## src/rtl/itp_pkg.sv

```systemverilog
// ============================================================================
// itp_pkg
// Shared types, sizes and character classification for the infix-to-postfix
// converter.
// ============================================================================
`default_nettype none

package itp_pkg;

    // Depth of the operator stack and the widths that follow from it.
    localparam int STACK_DEPTH = 32;
    localparam int STK_AW      = $clog2(STACK_DEPTH);
    localparam int STK_CW      = $clog2(STACK_DEPTH + 1);

    // Error codes carried by a result beat.
    localparam logic [2:0] ERR_NONE      = 3'd0;
    localparam logic [2:0] ERR_UNEXPECT  = 3'd1;
    localparam logic [2:0] ERR_CLOSE     = 3'd2;
    localparam logic [2:0] ERR_OPEN      = 3'd3;
    localparam logic [2:0] ERR_OVERFLOW  = 3'd4;

    // Bracket kinds.
    localparam logic [1:0] KIND_PAREN   = 2'd0;
    localparam logic [1:0] KIND_SQUARE  = 2'd1;
    localparam logic [1:0] KIND_CURLY   = 2'd2;
    localparam logic [1:0] KIND_NONE    = 2'd3;

    // Precedence levels; PREC_NONE marks a byte that is no operator.
    localparam logic [2:0] PREC_CLOSE = 3'd0;
    localparam logic [2:0] PREC_OPEN  = 3'd1;
    localparam logic [2:0] PREC_ADD   = 3'd2;
    localparam logic [2:0] PREC_MUL   = 3'd3;
    localparam logic [2:0] PREC_MOD   = 3'd4;
    localparam logic [2:0] PREC_NONE  = 3'd7;

    // One result item.
    typedef struct packed {
        logic [7:0] token;
        logic       has_token;
        logic [2:0] err;
        logic       last;
    } t_res;

    // Control from the sequencer to the output queue.
    typedef struct packed {
        logic emit;   // a new result is written into the hold slot
        logic fin;    // its last flag is already final
        logic seal;   // mark the held result as the last of the expression
    } t_oq_ctl;

    function automatic logic f_is_alnum(input logic [7:0] c);
        return (c >= 8'h30 && c <= 8'h39) || (c >= 8'h41 && c <= 8'h5A) ||
               (c >= 8'h61 && c <= 8'h7A);
    endfunction

    function automatic logic f_is_ws(input logic [7:0] c);
        return (c == 8'h20) || (c >= 8'h09 && c <= 8'h0D);
    endfunction

    function automatic logic f_is_open(input logic [7:0] c);
        return (c == 8'h28) || (c == 8'h5B) || (c == 8'h7B);
    endfunction

    function automatic logic f_is_close(input logic [7:0] c);
        return (c == 8'h29) || (c == 8'h5D) || (c == 8'h7D);
    endfunction

    function automatic logic [2:0] f_prec(input logic [7:0] c);
        logic [2:0] p;
        case (c)
            8'h7D, 8'h29, 8'h5D: p = PREC_CLOSE;
            8'h7B, 8'h28, 8'h5B: p = PREC_OPEN;
            8'h2B, 8'h2D:        p = PREC_ADD;
            8'h2A, 8'h2F:        p = PREC_MUL;
            8'h25:               p = PREC_MOD;
            default:             p = PREC_NONE;
        endcase
        return p;
    endfunction

    function automatic logic [1:0] f_kind(input logic [7:0] c);
        logic [1:0] k;
        case (c)
            8'h28, 8'h29: k = KIND_PAREN;
            8'h5B, 8'h5D: k = KIND_SQUARE;
            8'h7B, 8'h7D: k = KIND_CURLY;
            default:      k = KIND_NONE;
        endcase
        return k;
    endfunction

endpackage

`default_nettype wire

```

## src/rtl/itp_ram.sv

```systemverilog
// ============================================================================
// itp_ram
// Generic single-write, single-read synchronous RAM with registered read data.
// ============================================================================
`default_nettype none

module itp_ram #(
    parameter int WIDTH = 8,
    parameter int DEPTH = 32
) (
    input  wire logic                     i_clk,
    input  wire logic                     i_we,
    input  wire logic [$clog2(DEPTH)-1:0] i_waddr,
    input  wire logic [WIDTH-1:0]         i_wdata,
    input  wire logic [$clog2(DEPTH)-1:0] i_raddr,
    output logic      [WIDTH-1:0]         o_rdata
);

    logic [WIDTH-1:0] r_mem [DEPTH];

    always_ff @(posedge i_clk) begin
        if (i_we) begin
            r_mem[i_waddr] <= i_wdata;
        end
        o_rdata <= r_mem[i_raddr];
    end

endmodule

`default_nettype wire

```

## src/rtl/itp_outq.sv

```systemverilog
// ============================================================================
// itp_outq
// Hold slot and output register for result beats.
// ============================================================================
`default_nettype none

module itp_outq
    import itp_pkg::*;
(
    input  wire logic    i_clk,
    input  wire logic    i_rst_n,
    input  wire t_oq_ctl i_ctl,
    input  wire t_res    i_res,
    output logic         o_go,
    output logic         o_valid,
    output t_res         o_res,
    input  wire logic    i_ready
);

    logic r_hold_v;
    logic r_hold_fin;
    t_res r_hold;
    logic r_out_v;
    t_res r_out;
    logic out_free;
    logic mv;

    // The hold slot keeps the newest result until its last flag is known:
    // a later result or the end of the expression settles it.
    assign out_free = !r_out_v || i_ready;
    assign o_go     = !r_hold_v || out_free;
    assign mv       = r_hold_v && out_free && (r_hold_fin || i_ctl.emit);

    always_ff @(posedge i_clk) begin
        if (!i_rst_n) begin
            r_hold_v <= 1'b0;
            r_out_v  <= 1'b0;
        end else begin
            if (i_ctl.emit) begin
                r_hold_v <= 1'b1;
            end else if (mv) begin
                r_hold_v <= 1'b0;
            end
            if (mv) begin
                r_out_v <= 1'b1;
            end else if (i_ready) begin
                r_out_v <= 1'b0;
            end
        end
        if (i_ctl.emit) begin
            r_hold     <= i_res;
            r_hold_fin <= i_ctl.fin;
        end else if (i_ctl.seal) begin
            r_hold.last <= 1'b1;
            r_hold_fin  <= 1'b1;
        end
        if (mv) begin
            r_out <= r_hold;
        end
    end

    assign o_valid = r_out_v;
    assign o_res   = r_out;

endmodule

`default_nettype wire

```

## src/rtl/itp_ctrl.sv

```systemverilog
// ============================================================================
// itp_ctrl
// Shunting-yard sequencer: classifies a character, pushes and pops the
// operator stack held in RAM, and produces result beats.
// ============================================================================
`default_nettype none

module itp_ctrl
    import itp_pkg::*;
(
    input  wire logic              i_clk,
    input  wire logic              i_rst_n,
    input  wire logic              i_valid,
    output logic                   o_ready,
    input  wire logic [7:0]        i_char,
    input  wire logic              i_last,
    input  wire logic              i_go,
    output t_oq_ctl                o_ctl,
    output t_res                   o_res,
    output logic                   o_we,
    output logic [STK_AW-1:0]      o_waddr,
    output logic [7:0]             o_wdata,
    output logic [STK_AW-1:0]      o_raddr,
    input  wire logic [7:0]        i_rdata
);

    typedef enum logic [1:0] {ST_IDLE, ST_OP, ST_FLUSH} t_state;

    t_state            r_state, n_state;
    logic [7:0]        r_char, n_char;
    logic              r_last, n_last;
    logic [STK_CW-1:0] r_cnt, n_cnt;
    logic              r_disc, n_disc;
    logic              r_any, n_any;
    logic              r_fwd, n_fwd;
    logic [7:0]        r_fwd_data;

    logic [7:0]        top;
    logic              empty;
    logic              full;
    logic [STK_CW-1:0] rd_ptr;
    t_state            after_op;

    // A push writes the entry that is read in the same cycle; the RAM then
    // returns the old word, so the pushed byte is forwarded for one cycle.
    assign top    = r_fwd ? r_fwd_data : i_rdata;
    assign empty  = (r_cnt == '0);
    assign full   = (r_cnt == STK_CW'(STACK_DEPTH));
    assign rd_ptr = n_cnt - STK_CW'(1);
    assign after_op = r_last ? ST_FLUSH : ST_IDLE;

    assign o_ready = (r_state == ST_IDLE);
    assign o_raddr = rd_ptr[STK_AW-1:0];
    assign o_waddr = r_cnt[STK_AW-1:0];
    assign o_wdata = r_char;

    always_comb begin
        n_state    = r_state;
        n_char     = r_char;
        n_last     = r_last;
        n_cnt      = r_cnt;
        n_disc     = r_disc;
        n_any      = r_any;
        o_we       = 1'b0;
        o_ctl      = '0;
        o_res      = '0;
        case (r_state)
            ST_IDLE: begin
                if (i_valid) begin
                    if (r_disc) begin
                        n_disc = !i_last;
                    end else begin
                        n_char  = i_char;
                        n_last  = i_last;
                        n_any   = 1'b0;
                        n_state = ST_OP;
                    end
                end
            end
            ST_OP: begin
                if (i_go) begin
                    if (f_is_alnum(r_char)) begin
                        o_ctl.emit      = 1'b1;
                        o_res.token     = r_char;
                        o_res.has_token = 1'b1;
                        n_state         = after_op;
                    end else if (f_is_ws(r_char)) begin
                        n_state = after_op;
                    end else if (f_prec(r_char) == PREC_NONE) begin
                        o_ctl.emit = 1'b1;
                        o_res.err  = ERR_UNEXPECT;
                        o_res.last = 1'b1;
                        n_cnt      = '0;
                        n_disc     = !r_last;
                        n_state    = ST_IDLE;
                    end else if (!empty && !f_is_open(r_char) && !f_is_open(top) &&
                                 f_prec(r_char) <= f_prec(top)) begin
                        // Pop one operator of equal or higher precedence.
                        o_ctl.emit      = 1'b1;
                        o_res.token     = top;
                        o_res.has_token = 1'b1;
                        n_cnt           = r_cnt - STK_CW'(1);
                    end else if (f_is_close(r_char)) begin
                        if (!empty && f_is_open(top) && f_kind(top) == f_kind(r_char)) begin
                            n_cnt   = r_cnt - STK_CW'(1);
                            n_state = after_op;
                        end else begin
                            o_ctl.emit = 1'b1;
                            o_res.err  = ERR_CLOSE;
                            o_res.last = 1'b1;
                            n_cnt      = '0;
                            n_disc     = !r_last;
                            n_state    = ST_IDLE;
                        end
                    end else if (full) begin
                        o_ctl.emit = 1'b1;
                        o_res.err  = ERR_OVERFLOW;
                        o_res.last = 1'b1;
                        n_cnt      = '0;
                        n_disc     = !r_last;
                        n_state    = ST_IDLE;
                    end else begin
                        o_we    = 1'b1;
                        n_cnt   = r_cnt + STK_CW'(1);
                        n_state = after_op;
                    end
                end
            end
            ST_FLUSH: begin
                if (i_go) begin
                    if (empty) begin
                        if (r_any) begin
                            o_ctl.seal = 1'b1;
                        end else begin
                            o_ctl.emit = 1'b1;
                            o_res.last = 1'b1;
                        end
                        n_state = ST_IDLE;
                    end else if (f_is_open(top)) begin
                        o_ctl.emit = 1'b1;
                        o_res.err  = ERR_OPEN;
                        o_res.last = 1'b1;
                        n_cnt      = '0;
                        n_state    = ST_IDLE;
                    end else begin
                        o_ctl.emit      = 1'b1;
                        o_res.token     = top;
                        o_res.has_token = 1'b1;
                        n_cnt           = r_cnt - STK_CW'(1);
                    end
                end
            end
            default: begin
                n_state = ST_IDLE;
            end
        endcase
        o_ctl.fin = o_res.last || !r_last;
        if (r_state != ST_IDLE) begin
            n_any = r_any || o_ctl.emit;
        end
        n_fwd = o_we;
    end

    always_ff @(posedge i_clk) begin
        if (!i_rst_n) begin
            r_state <= ST_IDLE;
            r_cnt   <= '0;
            r_disc  <= 1'b0;
            r_any   <= 1'b0;
            r_fwd   <= 1'b0;
            r_last  <= 1'b0;
        end else begin
            r_state <= n_state;
            r_cnt   <= n_cnt;
            r_disc  <= n_disc;
            r_any   <= n_any;
            r_fwd   <= n_fwd;
            r_last  <= n_last;
        end
        r_char     <= n_char;
        r_fwd_data <= r_char;
    end

endmodule

`default_nettype wire

```

## src/rtl/infix_to_postfix_converter_core.sv

```systemverilog
// ============================================================================
// infix_to_postfix_converter_core
// Streaming shunting-yard converter from infix characters to postfix tokens.
// ============================================================================
//
// The slave channel takes one ASCII character per beat in s_axis_tdata, with
// s_axis_tlast marking the final character of an expression. The master
// channel returns one result per beat: the token byte and an error code in
// m_axis_tdata, the has-token flag in m_axis_tuser, and m_axis_tlast on the
// final result of the expression. Separators between tokens are left to the
// receiver.
//
// An accepted character is taken in the idle state and handled in the
// operator state, which also pops, one at a time, each operator that the
// character displaces. A final character then moves to the flush state,
// which pops the remaining operators one at a time and closes the
// expression. A new character is accepted only in the idle state. The stack
// RAM is read once per cycle with registered read data, so pops proceed one
// per cycle while the output queue can take results. The newest result waits
// in a hold slot, before the output register, until its last flag is known.
//
// Reset empties the stack, clears the error-discard mode and drops any
// result in flight; the stack RAM itself is not cleared, as only entries
// below the stack count are ever used. When the receiver stalls, the hold
// slot and output register fill and the sequencer pauses, so input beats
// back up without any result being lost.
//
`default_nettype none

module infix_to_postfix_converter_core
    import itp_pkg::*;
(
    input  wire logic        i_clk,
    input  wire logic        i_rst_n,
    input  wire logic        i_s_axis_tvalid,
    output logic             o_s_axis_tready,
    input  wire logic [7:0]  i_s_axis_tdata,   // [7:0] char_in
    input  wire logic        i_s_axis_tlast,   // last_in
    output logic             o_m_axis_tvalid,
    input  wire logic        i_m_axis_tready,
    output logic [15:0]      o_m_axis_tdata,   // [7:0] token_out, [10:8] error_code,
                                               // [15:11] zero
    output logic             o_m_axis_tuser,   // [0] has_token
    output logic             o_m_axis_tlast    // last_out
);

    t_oq_ctl           ctl;
    t_res              res;
    t_res              out_res;
    logic              go;
    logic              we;
    logic [STK_AW-1:0] waddr;
    logic [STK_AW-1:0] raddr;
    logic [7:0]        wdata;
    logic [7:0]        rdata;

    // The sequencer owns the stack pointer and all stack traffic.
    itp_ctrl u_ctrl (
        .i_clk   (i_clk),
        .i_rst_n (i_rst_n),
        .i_valid (i_s_axis_tvalid),
        .o_ready (o_s_axis_tready),
        .i_char  (i_s_axis_tdata),
        .i_last  (i_s_axis_tlast),
        .i_go    (go),
        .o_ctl   (ctl),
        .o_res   (res),
        .o_we    (we),
        .o_waddr (waddr),
        .o_wdata (wdata),
        .o_raddr (raddr),
        .i_rdata (rdata)
    );

    // Operator stack storage.
    itp_ram #(
        .WIDTH (8),
        .DEPTH (STACK_DEPTH)
    ) u_stack (
        .i_clk   (i_clk),
        .i_we    (we),
        .i_waddr (waddr),
        .i_wdata (wdata),
        .i_raddr (raddr),
        .o_rdata (rdata)
    );

    // Hold slot plus output register; decouples the master side stalls.
    itp_outq u_outq (
        .i_clk   (i_clk),
        .i_rst_n (i_rst_n),
        .i_ctl   (ctl),
        .i_res   (res),
        .o_go    (go),
        .o_valid (o_m_axis_tvalid),
        .o_res   (out_res),
        .i_ready (i_m_axis_tready)
    );

    assign o_m_axis_tdata = {5'b00000, out_res.err, out_res.token};
    assign o_m_axis_tuser = out_res.has_token;
    assign o_m_axis_tlast = out_res.last;

    // A result is only produced when the hold slot can take it.
    a_emit_room: assert property (@(posedge i_clk) disable iff (!i_rst_n)
        ctl.emit |-> go)
        else $error("result produced while the hold slot is blocked");

    // Sealing and producing a new result never coincide.
    a_seal_alone: assert property (@(posedge i_clk) disable iff (!i_rst_n)
        !(ctl.emit && ctl.seal))
        else $error("seal and emit in the same cycle");

    // Token results carry no error and are never marked last when made.
    a_token_clean: assert property (@(posedge i_clk) disable iff (!i_rst_n)
        (ctl.emit && res.has_token) |-> (res.err == ERR_NONE && !res.last))
        else $error("token result with error or early last flag");

    // A beat without a token is an end marker or an error and ends the run.
    a_notoken_last: assert property (@(posedge i_clk) disable iff (!i_rst_n)
        (o_m_axis_tvalid && !o_m_axis_tuser) |-> o_m_axis_tlast)
        else $error("tokenless result beat without last");

endmodule

`default_nettype wire
```

## config.mk

```make
export PLATFORM = sky130hd
export DESIGN_NAME = infix_to_postfix_converter_core
export DESIGN_NICKNAME = d
export VERILOG_FILES = /design/src/rtl/itp_pkg.sv /design/src/rtl/itp_ram.sv /design/src/rtl/itp_outq.sv /design/src/rtl/itp_ctrl.sv /design/src/rtl/infix_to_postfix_converter_core.sv
export SDC_FILE = /design/constraint.sdc
export NUM_CORES = 1
export LEC_CHECK = 0
export ABC_AREA = 0
export BUFFER_PORTS_ARGS = -buffer_cell sky130_fd_sc_hd__buf_2
export CAP_MARGIN = 20
export CORE_MARGIN = 2
export CORE_UTILIZATION = 41
export CTS_BUF_LIST = sky130_fd_sc_hd__clkbuf_4
export DETAILED_ROUTE_END_ITERATION = 8
export MAX_ROUTING_LAYER = met4
export PLACE_DENSITY = 0.59
export SYNTH_ARGS = -nofsm -noshare
export SYNTH_HDL_FRONTEND = slang
export SYNTH_HIERARCHICAL = 1
export SYNTH_SLANG_ARGS = --single-unit
```

## constraint.sdc

```tcl
create_clock -name i_clk -period 5.4 [get_ports i_clk]
set_input_delay 1.08 -clock i_clk [delete_from_list [all_inputs] [get_ports i_clk]]
set_output_delay 1.08 -clock i_clk [all_outputs]
set_load 0.05 [all_outputs]
```

Word-level counts from Yosys, hierarchy flattened
Memory sizes are Yosys's and may differ from the RTL's. A register that Yosys moved wholly into a read port is not among the register bits. Cells that the tools add are included.

Register bits: 57. RAM bits: 256. Bits of input ports: 13. Output and inout bits: 20. Word-level logic and storage cells: 257. Memories kept: 1.

Add/sub/neg operators: 3. Magnitude comparators: 9. Eq/ne operators: 40. Multiplexer cells: 125. Bitwise operators: 1. Reduce and logical (&&, ||, !) cells: 59.

Memory list: u_stack.r_mem (depth 32, bits a word 8, read ports 1, clocked after Yosys merged registers in 1, wr ports 1, line itp_ram.sv:19) `logic [WIDTH-1:0] r_mem [DEPTH];`.

Operator list (count): == test 8 x 6 -> 1 bit, second input constant (15); two-way mux 6 bit (11); == test 8 x 7 -> 1 bit, second input constant (8); two-way mux 2 bit (28); two-way mux 3 bit (16); two-way mux 1 bit (47); two-way mux 13 bit (3); two-way mux 9 bit (4); case mux 3 bit (5 select lines) (2); case mux 13 bit (2 select lines) (1); two-way mux 4 bit (5); OR reduction 2 bit (10); case mux 2 bit (3 select lines) (3); >= comparator 8 x 7 -> 1 bit, second input constant (2); less-or-equal comparator 8 x 7 -> 1 bit, second input constant (2); logical OR 1 bit (14); inequality test 2 bit, second input constant (7); nonzero test 2 bit (7); two-way mux 12 bit (1); case mux 6 bit (2 select lines) (1); OR reduction 3 bit (4); logical AND 1 bit (11); >= comparator 8 x 4 -> 1 bit, second input constant (1); >= comparator 8 x 6 -> 1 bit, second input constant (1); 25 further kinds (33).

Depth between registers and ports, before layout
Depth after elaboration: 35. Gate-level depth with buffers: 23. Gate-level depth less buffers: 19.

Hierarchy
Netlist, hierarchy kept.

Modules (own cells, without submodules): itp_ram (times used 1, cells an instance 417, area an instance 10053.4 um^2, seq. area each 7847.5 um^2); itp_ctrl (times used 1, cells an instance 345, area an instance 2735.1 um^2, seq. area each 640.6 um^2); itp_outq (times used 1, cells an instance 41, area an instance 920.9 um^2, seq. area each 850.8 um^2); infix_to_postfix_converter_core (times used 1, cells an instance 6, area an instance 41.3 um^2, seq. area each 0.0 um^2).

Worst setup path before layout
No wires, ideal clock.

Path type: reg2reg. Start: register u_ctrl.r_char[6] (netlist: u_ctrl/o_wdata[6]). End: register u_stack.o_rdata[0] (read register of u_stack.r_mem). Library setup time: 121 ps. Data arrival time: 5452 ps. Path slack: -173 ps. Cell stages (with the launch flop): 24. Period minus slack after synthesis: 5573 ps. Path through: edfxtp_1 -> buf_6 -> or4b_4 -> buf_6 -> nor3_4 -> a31oi_1 -> nor2_1 -> a31oi_1 -> ha_1 -> nand3b_1 -> a32oi_1 -> a21oi_1 -> nand3_2 -> buf_2 -> a221o_1 -> nand4_1 -> nand2_1 -> ha_1 -> xnor2_1 -> clkbuf_1 -> clkbuf_1 -> mux4_2 -> mux4_2 -> mux2_2.

Word-level cells in the longest chain between the ends: 21.

RTL lines: from (decl) (line itp_ctrl.sv:30) `logic [7:0] r_char, n_char;`; from (signal assigned) (line itp_ctrl.sv:180) `r_char <= n_char;`; == test 8 x 7 -> 1 bit, or another cell as far along (line itp_pkg.sv:65, itp_pkg.sv:70, itp_pkg.sv:83); OR reduction 2 bit (line itp_pkg.sv:83) `case (c)`; case mux 2 bit (3 select lines) (line itp_pkg.sv:83); two-way mux 2 bit (line itp_ctrl.sv:103) `end else if (f_is_close(r_char)) begin`; two-way mux 2 bit (line itp_ctrl.sv:96) `end else if (!empty && !f_is_open(r_char) && !f_is_open(top) &&`; two-way mux 2 bit (line itp_ctrl.sv:89) `end else if (f_prec(r_char) == PREC_NONE) begin`; two-way mux 2 bit (line itp_ctrl.sv:87) `end else if (f_is_ws(r_char)) begin`; two-way mux 2 bit (line itp_ctrl.sv:82) `if (f_is_alnum(r_char)) begin`; [6 not listed]; two-way mux 6 bit (line itp_ctrl.sv:96); two-way mux 6 bit (line itp_ctrl.sv:89); two-way mux 6 bit (line itp_ctrl.sv:87); two-way mux 6 bit (*) (line itp_ctrl.sv:82); two-way mux 6 bit (*) (line itp_ctrl.sv:81) `if (i_go) begin`; case mux 6 bit (2 select lines) (*) (line itp_ctrl.sv:67) `case (r_state)`; subtractor 5 x 1 -> 5 bit (*) (line itp_ctrl.sv:49) `assign rd_ptr = n_cnt - STK_CW'(1);`; named net raddr[0] (line infix_to_postfix_converter_core.sv:53) `logic [STK_AW-1:0] raddr;`; to (decl) (line itp_ram.sv:16) `output logic [WIDTH-1:0] o_rdata`.

Mark *: on every way through the listed nets, which the timed path passes. The rest lies on a longest branch. The select of a mux whose other input is x is not followed. A chain may end at the register's enable or synchronous reset.

Worst setup path in the final report
Start: register u_ctrl.r_char[7] (netlist: u_ctrl/o_wdata[7]). End: register u_stack.o_rdata[2] (read register of u_stack.r_mem).

The elaborated chain is that of the path after synthesis.

==> flow_summary_export.csv <==
group,metric,value,unit
yosys,ys_top_cells_by_area,"edfxtp_1, mux4_2, dfxtp_1, nor2_1, mux2i_1",
cells_and_area,fill_cells,2875,
yosys,yosys_warnings,6,
clock_tree,worstSkewPairLatency,720,ps
route,totalWireLength,32.9,mm
route,vias,8046,
yosys,synth_fa_ha_area_share,0.819,%
yosys,synth_top_family_by_area,"multiplexers",
worst_setup_path,cp-end-kind,"flop",
worst_setup_path,worstPathRequired,6000,ps
clock_tree,cts_buffers,83,
die,ios,33,
route,vias_per_cell,5.52,
worst_setup_path,cpPeakStageDelay,630,ps
yosys,yosysSeqAreaShare,67.9,%
worst_setup_path,startpoint_type,"flop",
yosys,netlist.area_leader.share,63.5,%
cells_and_area,utilization,47.7,%
clock_tree,ctsLongestPathBuffers,3,
route,first_iter_violations,624,
yosys,syn_inst,809,
yosys,synthSimpleGateAreaFrac,7.81,%
placement,hpwl,20.4,mm
outcome,outcome,"finished, violations left",
min_path,hold_path_depth,0,
global_route,grt_pass1_wl,49.1,mm
yosys,postSynthAreaPerCell,17.0,um^2
sta,maxSlewViolCount,0,
worst_setup_path,worst-setup-path-type,"reg -> reg",
clock_tree,cts.sinks,321,
yosys,synthXorXnorAreaFrac,0.701,%
die,fp.dieH,187,um
yosys,synthArstFlopShare,0,%
min_path,hold_path_class,"reg -> reg",
yosys,ys_ff_latch,321,
yosys,synthMuxAreaShare,14.8,%
worst_setup_path,slowest_stage,"or4b_4",
sta,fin_skew,43.8,ps
sta,period_needed,5160,ps
sta,maxClockFrequency,194,MHz
yosys,yosysMostFrequentCell,"edfxtp_1",
die,num_rows,67,
sta,relSlewSlack,35.8,%
power_and_ir_drop,power_density,387,nW/um^2
clock_tree,cts_max_level,3,
flow_run,drv_cap,0,
clock_tree,clk_pin_slew,60,ps
yosys,synth_top_area_cell,"edfxtp_1",
worst_setup_path,crit_fanout,11,
sta,fin_crit_sh,95.6,%
global_route,overflow,0,
power_and_ir_drop,leakagePower,5.36,nW
route,drc_errors,1,
outcome,violations,"DRC",
placement,place.gp.congestion,0.869,
die,start_util,41.3,%
global_route,grtUsageTotal,19.4,%
sta,worstMarginPinSlew,959,ps
global_route,grt_pass1_vias,8057,
worst_setup_path,crit_chain,"or4b_4 -> o21ai_0 -> a31oi_1 -> nor2_1 -> a31oi_1 -> ha_1 -> nand3b_1 -> a32oi_1 -> a21oi_1 -> nand3_2 -> a221o_1 -> nand4_1 -> nand2_4 -> ha_2 -> xnor2_4 -> clkbuf_16 -> mux4_2 -> mux4_2 -> mux2_2",
route,avgRoutedWirePerCell,22.6,um
worst_setup_path,rr_worst_depth,19,
cells_and_area,nNetsFinal,969,
sta,finalSetupTns,0,ps
clock_tree,cts_tree,"yes",
die,dieWidth,187,um
die,die_area,35000,um^2
cells_and_area,area_growth,15.3,%
route,drtAntennaViolNets,0,
sta,final-hold-violation-count,0,
sta,setup_viol,0,
yosys,synth_area,13800,um^2
clock_tree,clockRootBuffer,"clkbuf_4",
yosys,dominantRegCellSynth,"edfxtp_1",
global_route,grt_antenna_before_repair,2,
worst_setup_path,arrival,5760,ps
clock_tree,ctsHoldBuffers,0,
global_route,grt_max_degree,67,
yosys,yosys-top-cells-count,"edfxtp_1, mux4_2, nor2_1, dfxtp_1, nand2_1",
yosys,synth-edff-count,291,
power_and_ir_drop,irDropWorstVdd,0.214,mV
route,first_pass_iters,7,
cells_and_area,final_layout_size_suffix_gt1_share,34.0,%
yosys,yosysUniqueCellTypes,77,
die,core_area,33300,um^2
placement,numPortBuffers,27,
yosys,synth_compound_area_share,5.28,%
## power breakdown
part / leakage, nW / internal (mW) / switching, mW
logic: 1.87 / 0.585 / 0.691
registers: 2.88 / 2.79 / 0.0600
clock network: 0.616 / 1.05 / 0.950
## final timing paths
kind	start	to	slack, ps
worst max-delay path	u_ctrl/o_wdata[7]$_DFFE_PP_	u_stack/o_rdata[2]$_DFF_P_	240
worst min-delay path	u_outq/r_hold[10]$_DFFE_PP_	u_outq/o_res[10]$_DFFE_PP_	400
worst max register to register	u_ctrl/o_wdata[7]$_DFFE_PP_	u_stack/o_rdata[2]$_DFF_P_	240
worst min register to register	u_outq/r_hold[10]$_DFFE_PP_	u_outq/o_res[10]$_DFFE_PP_	400
## final cells by class
class	instances	area (um^2)	area share, %
sequential	321	9340	58.9
multi-input combinational	419	4110	25.9
clock buffer	118	886	5.59
timing repair buffer	100	739	4.66
tap	448	561	3.53
clock inverter	28	139	0.876
inverter	22	82.6	0.521
antenna	2	5.00	0.0316
## metrics by stage
stage | cells | area [um^2] | power, mW | setup slack, ps | hold WS, ps
2_1_floorplan | 813 | 13800 | 3.76 | 80.4 | 400
3_3_place_gp | 1305 | 14700 | 4.14 | 221 | 400
3_5_place_dp | 1305 | 14700 | 4.14 | 147 | 405
4_1_cts | 1451 | 15800 | 6.17 | 109 | 401
5_1_grt | 1458 | 15900 | 6.43 | -2.56 | 414
6_report | 1458 | 15900 | 6.13 | 240 | 401
## registers in the layout, summed over array words and instances, names as in the netlist, 2 cells and up
register           cells
u_ctrl/r_fwd_data      8
u_ctrl/r_cnt           6
u_stack/o_rdata        8
u_ctrl/r_state         2
u_outq/o_res          13
u_stack/r_mem        256
u_ctrl/o_wdata         8
u_outq/r_hold         13
## critical path, delay by kind of cell, from the launching register on
kind | cells | cell delay (ps)
adders and majority gates | 2 | 570
and+or+nand+nor | 6 | 1230
buffers and inverters | 1 | 260
AOI/OAI and AO/OA | 6 | 950
DFF | 1 | 480
xor gates and xnor gates | 1 | 360
muxes | 3 | 1170
## logic make-up after synthesis
family / after synthesis
AO/OA/AOI/OAI: 96
buffers and inverters: 73
other: 1
adder cells (fa/ha/maj): 9
multiplexers: 102
flip-flops: 321
XOR/XNOR: 11
AND/OR/NAND/NOR: 196
## per-layer routing
layer / global-route usage, % / vias up / part of all wire [%]
li1: - / 3576 / -
met1: 25.7 / 4091 / 44
met2: 29.6 / 328 / 48
met3: 3.98 / 51 / 6.0
met4: 7.36 / 0 / 2.3
met5: - / - / 0
## cell usage in the layout (no fill, tap or decap), drive strengths merged, types with 4 or more instances in the layout
cell type	Yosys	routed
xnor2	10	10
buf	32	99
o2111ai	5	5
a211oi	5	5
a2111oi	4	4
nand4	5	5
ha	9	9
o22ai	6	6
clkbuf	19	119
mux2	10	10
a22oi	7	7
o21ai	17	17
nor2	71	71
nor4b	5	5
nor3	13	13
conb	1	5
inv	19	20
nand2	26	26
and2	4	4
mux2i	12	12
clkinv	3	29
a21oi	17	17
edfxtp	291	291
mux4	80	80
o31ai	4	4
or3	4	4
nand2b	8	8
nand3b	14	14
or3b	6	6
dfxtp	30	30
nand3	21	21
a31oi	4	4
## what timing repair did
item                                   in CTS  in global routing
setup endpoints to repair                   0                  8
resized for setup                           0                 11
buffers inserted                            0                  3
endpoints found under the hold margin       0                  0
(Power assumes the default switching activity.)
